==> config.mk <==
export PLATFORM = sky130hd
export DESIGN_NAME = decimal_seven_segment_scanner_flat
export DESIGN_NICKNAME = d
export VERILOG_FILES = /design/src/hdl/dsss_pkg.sv /design/src/hdl/dsss_if.sv /design/src/hdl/decimal_seven_segment_scanner.sv /design/src/hdl/dsss_dabble.sv /design/src/hdl/dsss_emit.sv /design/src/flat_wrapper.sv
export SDC_FILE = /design/constraint.sdc
export NUM_CORES = 1
export LEC_CHECK = 0
export ABC_AREA = 0
export BUFFER_PORTS_ARGS = -buffer_cell sky130_fd_sc_hd__buf_2
export CAP_MARGIN = 25
export CORE_MARGIN = 1.5
export CORE_UTILIZATION = 54
export CTS_CLUSTER_DIAMETER = 100
export DETAILED_ROUTE_END_ITERATION = 6
export GPL_TIMING_DRIVEN = 0
export PLACE_DENSITY = 0.75
export SLEW_MARGIN = 10
export SYNTH_ARGS = -nofsm -noshare
export SYNTH_HDL_FRONTEND = slang
export SYNTH_SLANG_ARGS = --single-unit
==> constraint.sdc <==
create_clock -name clk -period 4.7 [get_ports clk]
set_input_delay 0.94 -clock clk [delete_from_list [all_inputs] [get_ports clk]]
set_output_delay 0.94 -clock clk [all_outputs]
set_load 0.01 [all_outputs]
==> src/hdl/dsss_pkg.sv <==
`timescale 1ns / 1ps

package dsss_pkg;

  localparam int VALUE_W        = 27;
  localparam int DIGITS_DEFAULT = 8;
  localparam int SEL_W          = 8;
  localparam int SEG_W          = 8;
  localparam int POS_W          = 3;
  localparam int BCD_W          = 4;

  localparam logic [SEG_W-1:0] POINT_BIT = 8'h80;

  // Largest value the display can show, 10^digits - 1.
  function automatic logic [VALUE_W-1:0] display_limit(input int digits);
    longint lim;
    lim = 1;
    for (int k = 0; k < digits; k++) begin
      lim = lim * 10;
    end
    return VALUE_W'(lim - 1);
  endfunction

  // Common-cathode segment codes, segments a..g in bits 0..6.
  function automatic logic [SEG_W-1:0] seg_code(input logic [BCD_W-1:0] digit);
    logic [SEG_W-1:0] code;
    case (digit)
      4'd0:    code = 8'h3f;
      4'd1:    code = 8'h06;
      4'd2:    code = 8'h5b;
      4'd3:    code = 8'h4f;
      4'd4:    code = 8'h66;
      4'd5:    code = 8'h6d;
      4'd6:    code = 8'h7d;
      4'd7:    code = 8'h07;
      4'd8:    code = 8'h7f;
      4'd9:    code = 8'h6f;
      default: code = '0;
    endcase
    return code & ~POINT_BIT;
  endfunction

endpackage

==> src/hdl/dsss_if.sv <==
`timescale 1ns / 1ps

interface dsss_in_if;
  import dsss_pkg::*;
  logic               valid;
  logic               ready;
  logic [VALUE_W-1:0] value;

  modport source (output valid, output value, input ready);
  modport sink   (input valid, input value, output ready);
endinterface

interface dsss_out_if;
  import dsss_pkg::*;
  logic             valid;
  logic             ready;
  logic [SEL_W-1:0] digit_select;
  logic [SEG_W-1:0] segments;
  logic [POS_W-1:0] position;
  logic             last;

  modport source (output valid, output digit_select, output segments,
                  output position, output last, input ready);
  modport sink   (input valid, input digit_select, input segments,
                  input position, input last, output ready);
endinterface

==> src/hdl/decimal_seven_segment_scanner.sv <==
`timescale 1ns / 1ps
// Channel   Direction  Payload
// in_ch     sink       value (27 bits, unsigned)
// out_ch    source     digit_select, segments, position, last
//
// A nonzero value passes through the shift-and-add-3 converter, one input bit per
// cycle, and its digits are then handed to the emitter; the converter takes no new
// transaction until that handoff is done.
// The emitter sends one digit per cycle from its digit shift register while the output
// keeps up, overlapping the next conversion; a zero value is taken and produces nothing.
// Reset (rst_n low, synchronous) empties both stages and the output register.
// A stalled output holds its transaction and the converter waits with its digits.

module decimal_seven_segment_scanner #(
  parameter int DIGITS = dsss_pkg::DIGITS_DEFAULT
) (
  input  logic       clk,
  input  logic       rst_n,
  dsss_in_if.sink    in_ch,
  dsss_out_if.source out_ch
);
  import dsss_pkg::*;

  // Packed decimal digits travel from the converter to the emitter with a simple
  // valid and ready pair; the converter holds them until the emitter is free.
  logic                    bcd_valid;
  logic                    bcd_ready;
  logic [BCD_W*DIGITS-1:0] bcd_digits;

  // The converter clamps the value to the display limit and turns it into decimal
  // digits one bit per cycle.
  dsss_dabble #(.DIGITS(DIGITS)) u_dabble (
    .clk        (clk),
    .rst_n      (rst_n),
    .in_valid   (in_ch.valid),
    .in_ready   (in_ch.ready),
    .in_value   (in_ch.value),
    .bcd_valid  (bcd_valid),
    .bcd_ready  (bcd_ready),
    .bcd_digits (bcd_digits)
  );

  // The emitter shifts the digits out least significant first and stops after the
  // most significant nonzero digit, which blanks the leading zeros.
  dsss_emit #(.DIGITS(DIGITS)) u_emit (
    .clk        (clk),
    .rst_n      (rst_n),
    .bcd_valid  (bcd_valid),
    .bcd_ready  (bcd_ready),
    .bcd_digits (bcd_digits),
    .out_ch     (out_ch)
  );

endmodule

==> src/hdl/dsss_dabble.sv <==
`timescale 1ns / 1ps

module dsss_dabble #(
  parameter int DIGITS = dsss_pkg::DIGITS_DEFAULT
) (
  input  logic                                   clk,
  input  logic                                   rst_n,
  input  logic                                   in_valid,
  output logic                                   in_ready,
  input  logic [dsss_pkg::VALUE_W-1:0]           in_value,
  output logic                                   bcd_valid,
  input  logic                                   bcd_ready,
  output logic [dsss_pkg::BCD_W*DIGITS-1:0]      bcd_digits
);
  import dsss_pkg::*;

  localparam int BW  = BCD_W * DIGITS;
  localparam int CW  = $clog2(VALUE_W);
  localparam logic [VALUE_W-1:0] LIMIT = display_limit(DIGITS);

  localparam logic [1:0] ST_IDLE = 2'd0;
  localparam logic [1:0] ST_CONV = 2'd1;
  localparam logic [1:0] ST_HOLD = 2'd2;

  logic [1:0]         state_r, state_nxt;
  logic [VALUE_W-1:0] val_r, val_nxt;
  logic [BW-1:0]      bcd_r, bcd_nxt;
  logic [CW-1:0]      cnt_r, cnt_nxt;
  logic [BW-1:0]      adj;
  logic [VALUE_W-1:0] clamped;

  assign clamped    = (in_value > LIMIT) ? LIMIT : in_value;
  assign in_ready   = (state_r == ST_IDLE);
  assign bcd_valid  = (state_r == ST_HOLD);
  assign bcd_digits = bcd_r;

  // Add three to every digit of five or more before the next shift.
  always_comb begin
    for (int d = 0; d < DIGITS; d++) begin
      adj[d*BCD_W +: BCD_W] = (bcd_r[d*BCD_W +: BCD_W] >= 4'd5) ?
                              bcd_r[d*BCD_W +: BCD_W] + 4'd3 :
                              bcd_r[d*BCD_W +: BCD_W];
    end
  end

  always_comb begin
    state_nxt = state_r;
    val_nxt   = val_r;
    bcd_nxt   = bcd_r;
    cnt_nxt   = cnt_r;
    case (state_r)
      ST_IDLE: begin
        if (in_valid && (clamped != '0)) begin
          state_nxt = ST_CONV;
          val_nxt   = clamped;
          bcd_nxt   = '0;
          cnt_nxt   = '0;
        end
      end
      ST_CONV: begin
        bcd_nxt = {adj[BW-2:0], val_r[VALUE_W-1]};
        val_nxt = {val_r[VALUE_W-2:0], 1'b0};
        cnt_nxt = cnt_r + 1'b1;
        if (cnt_r == CW'(VALUE_W - 1)) begin
          state_nxt = ST_HOLD;
        end
      end
      ST_HOLD: begin
        if (bcd_ready) begin
          state_nxt = ST_IDLE;
        end
      end
      default: state_nxt = ST_IDLE;
    endcase
  end

  always_ff @(posedge clk) begin
    if (!rst_n) begin
      state_r <= ST_IDLE;
    end else begin
      state_r <= state_nxt;
    end
    val_r <= val_nxt;
    bcd_r <= bcd_nxt;
    cnt_r <= cnt_nxt;
  end

endmodule

==> src/hdl/dsss_emit.sv <==
`timescale 1ns / 1ps

module dsss_emit #(
  parameter int DIGITS = dsss_pkg::DIGITS_DEFAULT
) (
  input  logic                               clk,
  input  logic                               rst_n,
  input  logic                               bcd_valid,
  output logic                               bcd_ready,
  input  logic [dsss_pkg::BCD_W*DIGITS-1:0]  bcd_digits,
  dsss_out_if.source                         out_ch
);
  import dsss_pkg::*;

  localparam int BW = BCD_W * DIGITS;

  logic             busy_r, busy_nxt;
  logic [BW-1:0]    bcd_r, bcd_nxt;
  logic [POS_W-1:0] pos_r, pos_nxt;
  logic             ov_r, ov_nxt;
  logic [SEL_W-1:0] sel_r, sel_nxt;
  logic [SEG_W-1:0] seg_r, seg_nxt;
  logic [POS_W-1:0] opos_r, opos_nxt;
  logic             last_r, last_nxt;
  logic [BW-1:0]    upper;
  logic             step;

  assign upper     = bcd_r >> BCD_W;
  assign step      = busy_r && (!ov_r || out_ch.ready);
  assign bcd_ready = !busy_r;

  always_comb begin
    busy_nxt = busy_r;
    bcd_nxt  = bcd_r;
    pos_nxt  = pos_r;
    ov_nxt   = ov_r && !out_ch.ready;
    sel_nxt  = sel_r;
    seg_nxt  = seg_r;
    opos_nxt = opos_r;
    last_nxt = last_r;
    if (step) begin
      ov_nxt   = 1'b1;
      sel_nxt  = ~(SEL_W'(1) << pos_r);
      seg_nxt  = seg_code(bcd_r[BCD_W-1:0]);
      opos_nxt = pos_r;
      last_nxt = (upper == '0);
      bcd_nxt  = upper;
      pos_nxt  = pos_r + 1'b1;
      if (upper == '0) begin
        busy_nxt = 1'b0;
      end
    end else if (!busy_r && bcd_valid) begin
      busy_nxt = 1'b1;
      bcd_nxt  = bcd_digits;
      pos_nxt  = '0;
    end
  end

  always_ff @(posedge clk) begin
    if (!rst_n) begin
      busy_r <= 1'b0;
      ov_r   <= 1'b0;
    end else begin
      busy_r <= busy_nxt;
      ov_r   <= ov_nxt;
    end
    bcd_r  <= bcd_nxt;
    pos_r  <= pos_nxt;
    sel_r  <= sel_nxt;
    seg_r  <= seg_nxt;
    opos_r <= opos_nxt;
    last_r <= last_nxt;
  end

  assign out_ch.valid        = ov_r;
  assign out_ch.digit_select = sel_r;
  assign out_ch.segments     = seg_r;
  assign out_ch.position     = opos_r;
  assign out_ch.last         = last_r;

endmodule

==> src/flat_wrapper.sv <==
// flat-port wrapper written by rule: the top's interface ports become plain ports
module decimal_seven_segment_scanner_flat import dsss_pkg::*;
#(
  parameter int DIGITS = dsss_pkg::DIGITS_DEFAULT
)
  (clk, rst_n, in_ch_valid, in_ch_value, in_ch_ready, out_ch_valid, out_ch_digit_select, out_ch_segments, out_ch_position, out_ch_last, out_ch_ready);
  dsss_in_if in_ch_i ();
  dsss_out_if out_ch_i ();
  input  logic clk;
  input  logic rst_n;
  input wire logic [$bits(in_ch_i.valid)-1:0] in_ch_valid;
  input wire logic [$bits(in_ch_i.value)-1:0] in_ch_value;
  output wire logic [$bits(in_ch_i.ready)-1:0] in_ch_ready;
  output wire logic [$bits(out_ch_i.valid)-1:0] out_ch_valid;
  output wire logic [$bits(out_ch_i.digit_select)-1:0] out_ch_digit_select;
  output wire logic [$bits(out_ch_i.segments)-1:0] out_ch_segments;
  output wire logic [$bits(out_ch_i.position)-1:0] out_ch_position;
  output wire logic [$bits(out_ch_i.last)-1:0] out_ch_last;
  input wire logic [$bits(out_ch_i.ready)-1:0] out_ch_ready;
  assign in_ch_i.valid = in_ch_valid;
  assign in_ch_i.value = in_ch_value;
  assign in_ch_ready = in_ch_i.ready;
  assign out_ch_valid = out_ch_i.valid;
  assign out_ch_digit_select = out_ch_i.digit_select;
  assign out_ch_segments = out_ch_i.segments;
  assign out_ch_position = out_ch_i.position;
  assign out_ch_last = out_ch_i.last;
  assign out_ch_i.ready = out_ch_ready;
  decimal_seven_segment_scanner #(.DIGITS(DIGITS)) u_core (.clk(clk), .rst_n(rst_n), .in_ch(in_ch_i), .out_ch(out_ch_i));
endmodule
==> results of run 1 <==
[area by class of cell]
class | instances | area [µm²]
plain buffers | 16 | 75.1
clock buffers | 18 | 418
clock inverters | 14 | 131
fillers | 780 | 3460
inverters | 32 | 120
multi-input cells | 301 | 2080
flip-flops and latches | 122 | 3580
well taps | 136 | 170
repair buffers | 56 | 377
[registers in the layout, indices dropped and copies added, names as in the netlist]
| signal | count |
|---|---|
| u_core.u_dabble.bcd_digits | 32 |
| u_core.u_emit.bcd_r | 32 |
| u_core.u_dabble.val_r | 27 |
| u_core.u_emit.out_ch.digit_select | 8 |
| u_core.u_emit.out_ch.segments | 7 |
| u_core.u_dabble.cnt_r | 5 |
| u_core.u_emit.out_ch.position | 3 |
| u_core.u_emit.pos_r | 3 |
| u_core.u_dabble.state_r | 2 |
| u_core.u_emit.busy_r | 1 |
| u_core.u_emit.out_ch.last | 1 |
| u_core.u_emit.out_ch.valid | 1 |
[synth_stat cells, types with 3 or more instances]
master and count:
sky130_fd_sc_hd__o22a_1 5, sky130_fd_sc_hd__nand2b_1 13, sky130_fd_sc_hd__mux2_2 14, sky130_fd_sc_hd__o32a_1 10, sky130_fd_sc_hd__xor2_1 9, sky130_fd_sc_hd__ha_1 30, sky130_fd_sc_hd__a32o_1 6, sky130_fd_sc_hd__nand4_1 3
sky130_fd_sc_hd__o21a_1 3, sky130_fd_sc_hd__nor3_1 9, sky130_fd_sc_hd__inv_1 31, sky130_fd_sc_hd__nand3_1 4, sky130_fd_sc_hd__nor2b_1 10, sky130_fd_sc_hd__a21oi_1 19, sky130_fd_sc_hd__clkbuf_1 7, sky130_fd_sc_hd__buf_2 3
sky130_fd_sc_hd__edfxtp_1 114, sky130_fd_sc_hd__a22o_1 6, sky130_fd_sc_hd__and2_1 4, sky130_fd_sc_hd__xnor2_1 10, sky130_fd_sc_hd__buf_1 4, sky130_fd_sc_hd__o22ai_1 5, sky130_fd_sc_hd__o21ai_0 26, sky130_fd_sc_hd__a211oi_1 8
sky130_fd_sc_hd__nor4_1 11, sky130_fd_sc_hd__nand2_1 48, sky130_fd_sc_hd__nor2_1 29, sky130_fd_sc_hd__dfxtp_1 8
[metrics by stage]
stage | area (µm²) | setup WS (ns) | util, % | instances
floorplan | 5850 | 1.34 | - | 471
global placement | 6270 | 0.371 | 60.2 | 658
detailed placement | 6400 | 1.51 | 61.5 | 663
CTS | 6950 | 2.02 | 66.8 | 695
global route | 6950 | 1.93 | 66.8 | 695
finish | 6950 | 2.04 | 66.8 | 695
[per-layer routing]
metal  up-vias  track usage, %  routed length, µm
li1       1893               -                  -
met4         0            7.24                130
met3        17            5.11                510
met5         -               0                  0
met1      1914            27.4               5040
met2       107            35.1               5530
[cell families (layout without fill, tap and decap cells)]
logic type / Yosys count / in the layout / share of synthesized area (%)
and+or+nand+nor: 139 / 139 / 11.5
DFF: 122 / 122 / 61.3
AOI/OAI and AO/OA: 98 / 98 / 11.8
buffers and inverters: 48 / 136 / 3.34
adders and majority gates: 30 / 30 / 6.42
xor gates and xnor gates: 19 / 19 / 2.85
muxes: 14 / 14 / 2.70
other: 1 / 1 / 0.0642
[where the power goes]
part,internal [µW],switching [µW]
Clock,743,453
Combinational,128,155
Sequential,1280,47.3
Total,2150,655
[how the worst max path moves through the flow]
stage / end / cells after the start
floorplan: u_core.u_dabble.bcd_digits[0] / 3
global placement: u_core.u_dabble.bcd_digits[2] / 5
detailed placement: u_core.u_dabble.bcd_digits[2] / 6
CTS: u_core.u_dabble.val_r[26] / 6
global route: u_core.u_dabble.val_r[16] / 6
finish: u_core.u_dabble.val_r[26] / 6
[critical path, cell delays in order]
cell                      delay (ns)
sky130_fd_sc_hd__buf_2          0.12
sky130_fd_sc_hd__nor3_1         0.39
sky130_fd_sc_hd__nand2_1        0.09
sky130_fd_sc_hd__o41ai_1        0.80
sky130_fd_sc_hd__a21oi_4        0.31
sky130_fd_sc_hd__buf_16         0.26
==> Flow_metrics.wiki, run 1 <==
{| class="wikitable"
! Metric !! Value
|-
| Net total in the final layout || 607
|-
| Drt via density || 5.66
|-
| Total of max-cap violations || 0
|-
| Leading cell types in the layout, fill and taps excluded || sky130_fd_sc_hd__edfxtp_1 (114), sky130_fd_sc_hd__buf_2 (54), sky130_fd_sc_hd__nand2_1 (48)
|-
| Proportion of netlist area held by the largest area contributor || 58.6%
|-
| Clock edge transition at the registers on the reported setup and hold paths || 0.06 ns
|-
| Vias in the first global route || 3891
|-
| Final routed DRC violation total || 0
|-
| Number of hold violations in the final report || 0
|-
| Hold_ws || 0.513 ns
|-
| Pin count of the biggest net entering global routing || 25
|-
| Area of the die || 11500 µm²
|-
| Skew-Pair Late Insertion Delay || 0.51 ns
|-
| Initial antenna violation count || 0
|-
| Sequential fraction of the synthesis area || 61.3%
|-
| Crit Reg-Reg Endpoint || u_core.u_emit.pos_r[1]
|-
| Worst setup startpoint || in_ch_value[17]
|-
| Required time of the critical path || 4.96 ns
|-
| Synthesized instance count || 471
|-
| Most common cell after layout, fill and taps aside || sky130_fd_sc_hd__edfxtp_1
|-
| Mean Syn Cell Area || 12.4 µm²
|-
| Initial Utilization || 56.1%
|-
| Total number of H-tree levels || 4
|-
| First-pass GRT wire length || 18700 µm
|-
| Startpoint of the lowest-slack hold path || u_core.u_emit.busy_r
|-
| Depth of the worst hold-timing path || 2
|-
| Start-to-end type of the worst setup path || in2reg
|-
| Arrival time worst endpoint || 2.92 ns
|-
| Status || completed
|-
| TritonCTS Buffers || 17
|-
| Library cell occupying the most area in the post-synthesis netlist || sky130_fd_sc_hd__edfxtp_1
|-
| Post-CTS setup repair buffer count || 0
|-
| # setup viols final || 0
|-
| Relative max-transition margin || 42.6%
|-
| Per-cell routed wire length || 16.1 µm
|-
| Die Width || 107 µm
|-
| Total number of yosys warnings || 0
|-
| Area grow syn2layout || 18.9%
|-
| Worst-case vdd ir drop || 0.000244 V
|-
| Slew of the pin with the lowest slew margin || 0.850 ns
|-
| Cell area power density || 403 nW/µm²
|-
| Synthesized net count || 532
|-
| Number of sinks driven by the clock tree || 122
|-
| Total number of placement rows || 37
|-
| Placeable core region || 10400 µm²
|-
| CTS Buffer Depth || 2
|-
| Total design power || 2800 µW
|-
| ANT cells || 0
|-
| Number of cells on the worst reg-to-reg path || 6
|-
| Maximum fanout along the worst path || 23
|-
| Synthesized flop and latch total || 122
|-
| Total routed wirelength || 11200 µm
|-
| Via Count || 3931
|-
| Share of cells above drive strength 1 || 19.7%
|-
| Total negative setup slack || 0 ns
|-
| Root Driver || sky130_fd_sc_hd__clkbuf_8
|-
| Global-route congestion overflow total || 0
|-
| Timing-limited maximum frequency || 0.376 GHz
|-
| Setup repair after global routing missed its margin || false
|-
| Leading post-synthesis cells by cell area || sky130_fd_sc_hd__edfxtp_1 (59%), sky130_fd_sc_hd__ha_1 (6.4%), sky130_fd_sc_hd__nand2_1 (3.1%)
|-
| Aggregate global-route resource usage || 21.2%
|-
| Final critical delay including setup and external delays || 2.66 ns
|-
| TritonCTS clock tree || done
|-
| Static leakage || 0.00259 µW
|-
| Count of unique library cells instantiated by Yosys || 48
|-
| Worst clock skew || 0.00842 ns
|-
| Startpoint Class || input port
|-
| Final period util || 56.6%
|-
| Worst flop-to-flop path startpoint || u_core.u_dabble.state_r[0]
|-
| Die extent in y || 107 µm
|-
| Top-level I/O count || 53
|-
| Number of enable flip-flop cells after synthesis || 114
|-
| Worst min-delay path endpoint || u_core.u_emit.out_ch.valid
|-
| Worst-case register-to-register setup slack || 2.63 ns
|-
| CP Capture Type || flop
|-
| IO Port Bufs || 51
|-
| First DRT Iteration DRCs || 214
|-
| Number of gates given a new drive strength after cts || 0
|-
| Total of hold buffers inserted after clock tree synthesis || 0
|-
| Share of synthesized registers carrying an async set or reset || 0%
|-
| Post-detail-place hpwl || 7890 µm
|-
| Path category of the worst min-delay check || reg2reg
|-
| Detailed-routing iteration count for the pre-antenna-repair pass || 5
|-
| Synth Flop Type || sky130_fd_sc_hd__edfxtp_1
|-
| GPL Wtd Cong || 0.793
|-
| Antenna-violating nets left || 0
|-
| Final count of pins violating max slew || 0
|-
| Mapped Area || 5850 µm²
|}
No activity file was read; power rests on OpenSTA's default activity.
==> run 2, diff against run 1 <==
- CORE_UTILIZATION: 54 -> 59
- PLACE_DENSITY: 0.75 -> 0.78
- clock period: 4.7 -> 2.75 ns (I/O delays scaled with it)
==> run 2 against run 1 <==
Against the previous run:
- first-iteration DRC count rose by 20%
- die area fell by 8.2%
- combinational power rose by 67%
- clock power rose by 63%
- setup slack got worse by 1.8 ns
- critical path depth rose by 1
- largest power group unchanged
==> Flow_metrics.wiki, run 2 (same netlist as run 1, synthesis figures left out) <==
{| class="wikitable"
! Metric !! Value
|-
| Total design power || 4690 µW (was 2800 µW)
|-
| Number of cells on the worst reg-to-reg path || 6 (unchanged)
|-
| Total of max-cap violations || 0 (unchanged)
|-
| Setup repair after global routing missed its margin || false (unchanged)
|-
| Startpoint Class || input port (unchanged)
|-
| Area post-placement || 6370 µm² (was 6400 µm²)
|-
| Number of sinks driven by the clock tree || 122 (unchanged)
|-
| Timing-limited maximum frequency || 0.400 GHz
|-
| Post-CTS setup repair buffer count || 0 (unchanged)
|-
| Initial antenna violation count || 0 (unchanged)
|-
| Hold_ws || 0.284 ns (was 0.513 ns)
|-
| CTS Buffer Depth || 2 (unchanged)
|-
| Pin count of the biggest net entering global routing || 26 (was 25)
|-
| Register cell area after layout || 3580 µm² (unchanged)
|-
| Worst clock skew || 0.00880 ns (was 0.00842 ns)
|-
| Via Count || 3955 (was 3931)
|-
| Path category of the worst min-delay check || in2reg (was reg2reg)
|-
| Placeable core region || 9680 µm² (was 10400 µm²)
|-
| Share of cells above drive strength 1 || 19.9% (was 19.7%)
|-
| Final critical delay including setup and external delays || 2.50 ns
|-
| Clock edge transition at the registers on the reported setup and hold paths || 0.06 ns (about the same)
|-
| Number of gates given a new drive strength after cts || 0 (unchanged)
|-
| Start-to-end type of the worst setup path || in2reg (unchanged)
|-
| Initial Utilization || 60.4% (was 56.1%)
|-
| Area occupied by multi-input gates || 2080 µm² (unchanged)
|-
| Final period util || 91.0%
|-
| First-pass GRT wire length || 18200 µm (was 18700 µm)
|-
| # setup viols final || 0 (unchanged)
|-
| Cell area power density || 681 nW/µm² (was 403 nW/µm²)
|-
| TritonCTS Buffers || 17 (unchanged)
|-
| Die extent in y || 103 µm (was 107 µm)
|-
| Number of hold violations in the final report || 0 (unchanged)
|-
| CP Capture Type || flop (unchanged)
|-
| GPL Wtd Cong || 0.805 (was 0.793)
|-
| Area of the die || 10500 µm² (was 11500 µm²)
|-
| Static leakage || 0.00256 µW (was 0.00259 µW)
|-
| Area grow syn2layout || 18.0% (was 18.9%)
|-
| Required time of the critical path || 3.02 ns (was 4.96 ns)
|-
| Vias in the first global route || 3801 (was 3891)
|-
| Root Driver || sky130_fd_sc_hd__clkbuf_8 (unchanged)
|-
| Depth of the worst hold-timing path || 2 (unchanged)
|-
| Total routed wirelength || 11300 µm (was 11200 µm)
|-
| First DRT Iteration DRCs || 257 (was 214)
|-
| Top-level I/O count || 53 (unchanged)
|-
| Count of placed standard cells in the final layout, fillers left out || 691 (was 695)
|-
| Arrival time worst endpoint || 2.78 ns (was 2.92 ns)
|-
| Total of hold buffers inserted after clock tree synthesis || 0 (unchanged)
|-
| Total number of placement rows || 36 (was 37)
|-
| Per-cell routed wire length || 16.3 µm (was 16.1 µm)
|-
| Skew-Pair Late Insertion Delay || 0.52 ns (was 0.51 ns)
|-
| Final count of pins violating max slew || 0 (unchanged)
|-
| Antenna-violating nets left || 0 (unchanged)
|-
| Worst-case vdd ir drop || 0.000495 V (was 0.000244 V)
|-
| IO Port Bufs || 51 (unchanged)
|-
| Aggregate global-route resource usage || 23.3% (was 21.2%)
|-
| Leading cell types in the layout, fill and taps excluded || sky130_fd_sc_hd__edfxtp_1 (114), sky130_fd_sc_hd__buf_2 (54), sky130_fd_sc_hd__nand2_1 (48) (unchanged)
|-
| Instance count after placement with tap cells included || 659 (was 663)
|-
| Global-route congestion overflow total || 0 (unchanged)
|-
| Relative max-transition margin || 44.2% (was 42.6%)
|-
| Final routed DRC violation total || 0 (unchanged)
|-
| Number of fillers in the final layout || 667 (was 780)
|-
| Total number of H-tree levels || 4 (unchanged)
|-
| Status || completed (unchanged)
|-
| Most common cell after layout, fill and taps aside || sky130_fd_sc_hd__edfxtp_1 (unchanged)
|-
| Drt via density || 5.72 (was 5.66)
|-
| Net total in the final layout || 606 (was 607)
|-
| TritonCTS clock tree || done (unchanged)
|-
| Maximum fanout along the worst path || 25 (was 23)
|-
| Die Width || 103 µm (was 107 µm)
|-
| Slew of the pin with the lowest slew margin || 0.825 ns (was 0.850 ns)
|-
| Post-detail-place hpwl || 7790 µm (was 7890 µm)
|-
| ANT cells || 0 (unchanged)
|-
| Post-Layout Inst Area || 6900 µm² (was 6950 µm²)
|-
| Detailed-routing iteration count for the pre-antenna-repair pass || 5 (unchanged)
|}
-- run 2: cell type report --
type,count,share of cell area [%]
tap,133,2.41
clock buffer,19,6.12
sequential,122,52.0
timing repair buffer,55,5.01
buffer,16,1.09
clock inverter,13,1.52
inverter,32,1.74
multi-input combinational,301,30.1
-- run 2: final timing paths --
kind | endpoint | start | slack (ns)
max | u_core.u_dabble.bcd_digits[2] | in_ch_value[17] | 0.25
min | u_core.u_dabble.state_r[1] | rst_n | 0.28
max reg2reg | u_core.u_emit.bcd_r[16] | u_core.u_dabble.state_r[0] | 0.65
min reg2reg | u_core.u_emit.out_ch.valid | u_core.u_emit.busy_r | 0.51
-- run 2: stage by stage --
stage	setup slack [ns]	util (%)	setup TNS (ns)
3_3_place_gp	-0.277	64.8	-17.55
3_5_place_dp	-0.307	65.8	-9.33
4_1_cts	0.204	71.2	0
2_1_floorplan	0.331	-	0
6_report	0.249	71.2	0
5_1_grt	0.0217	71.2	0
-- run 2: worst max-delay path, stage by stage --
cell and delay [ns]:
sky130_fd_sc_hd__buf_2 0.12, sky130_fd_sc_hd__nor3_1 0.39, sky130_fd_sc_hd__nand2_1 0.10, sky130_fd_sc_hd__o41ai_1 0.79, sky130_fd_sc_hd__a21oi_4 0.36, sky130_fd_sc_hd__buf_12 0.27, sky130_fd_sc_hd__buf_16 0.17
-- run 2: where the power goes --
group | switching [µW] | total (µW) | internal (µW)
Combinational | 262 | 473 | 211
Clock | 777 | 1960 | 1180
Sequential | 80.4 | 2260 | 2180
Total | 1120 | 4690 | 3570
-- run 2: metal layers --
layer  global-route usage (%)  vias up  share of wire, %
met2                     38.8      126                51
met4                     9.59        0               1.6
met1                     29.9     1920                42
met3                     4.95       19               4.8
li1                         -     1890                 -
met5                        0        -                 0
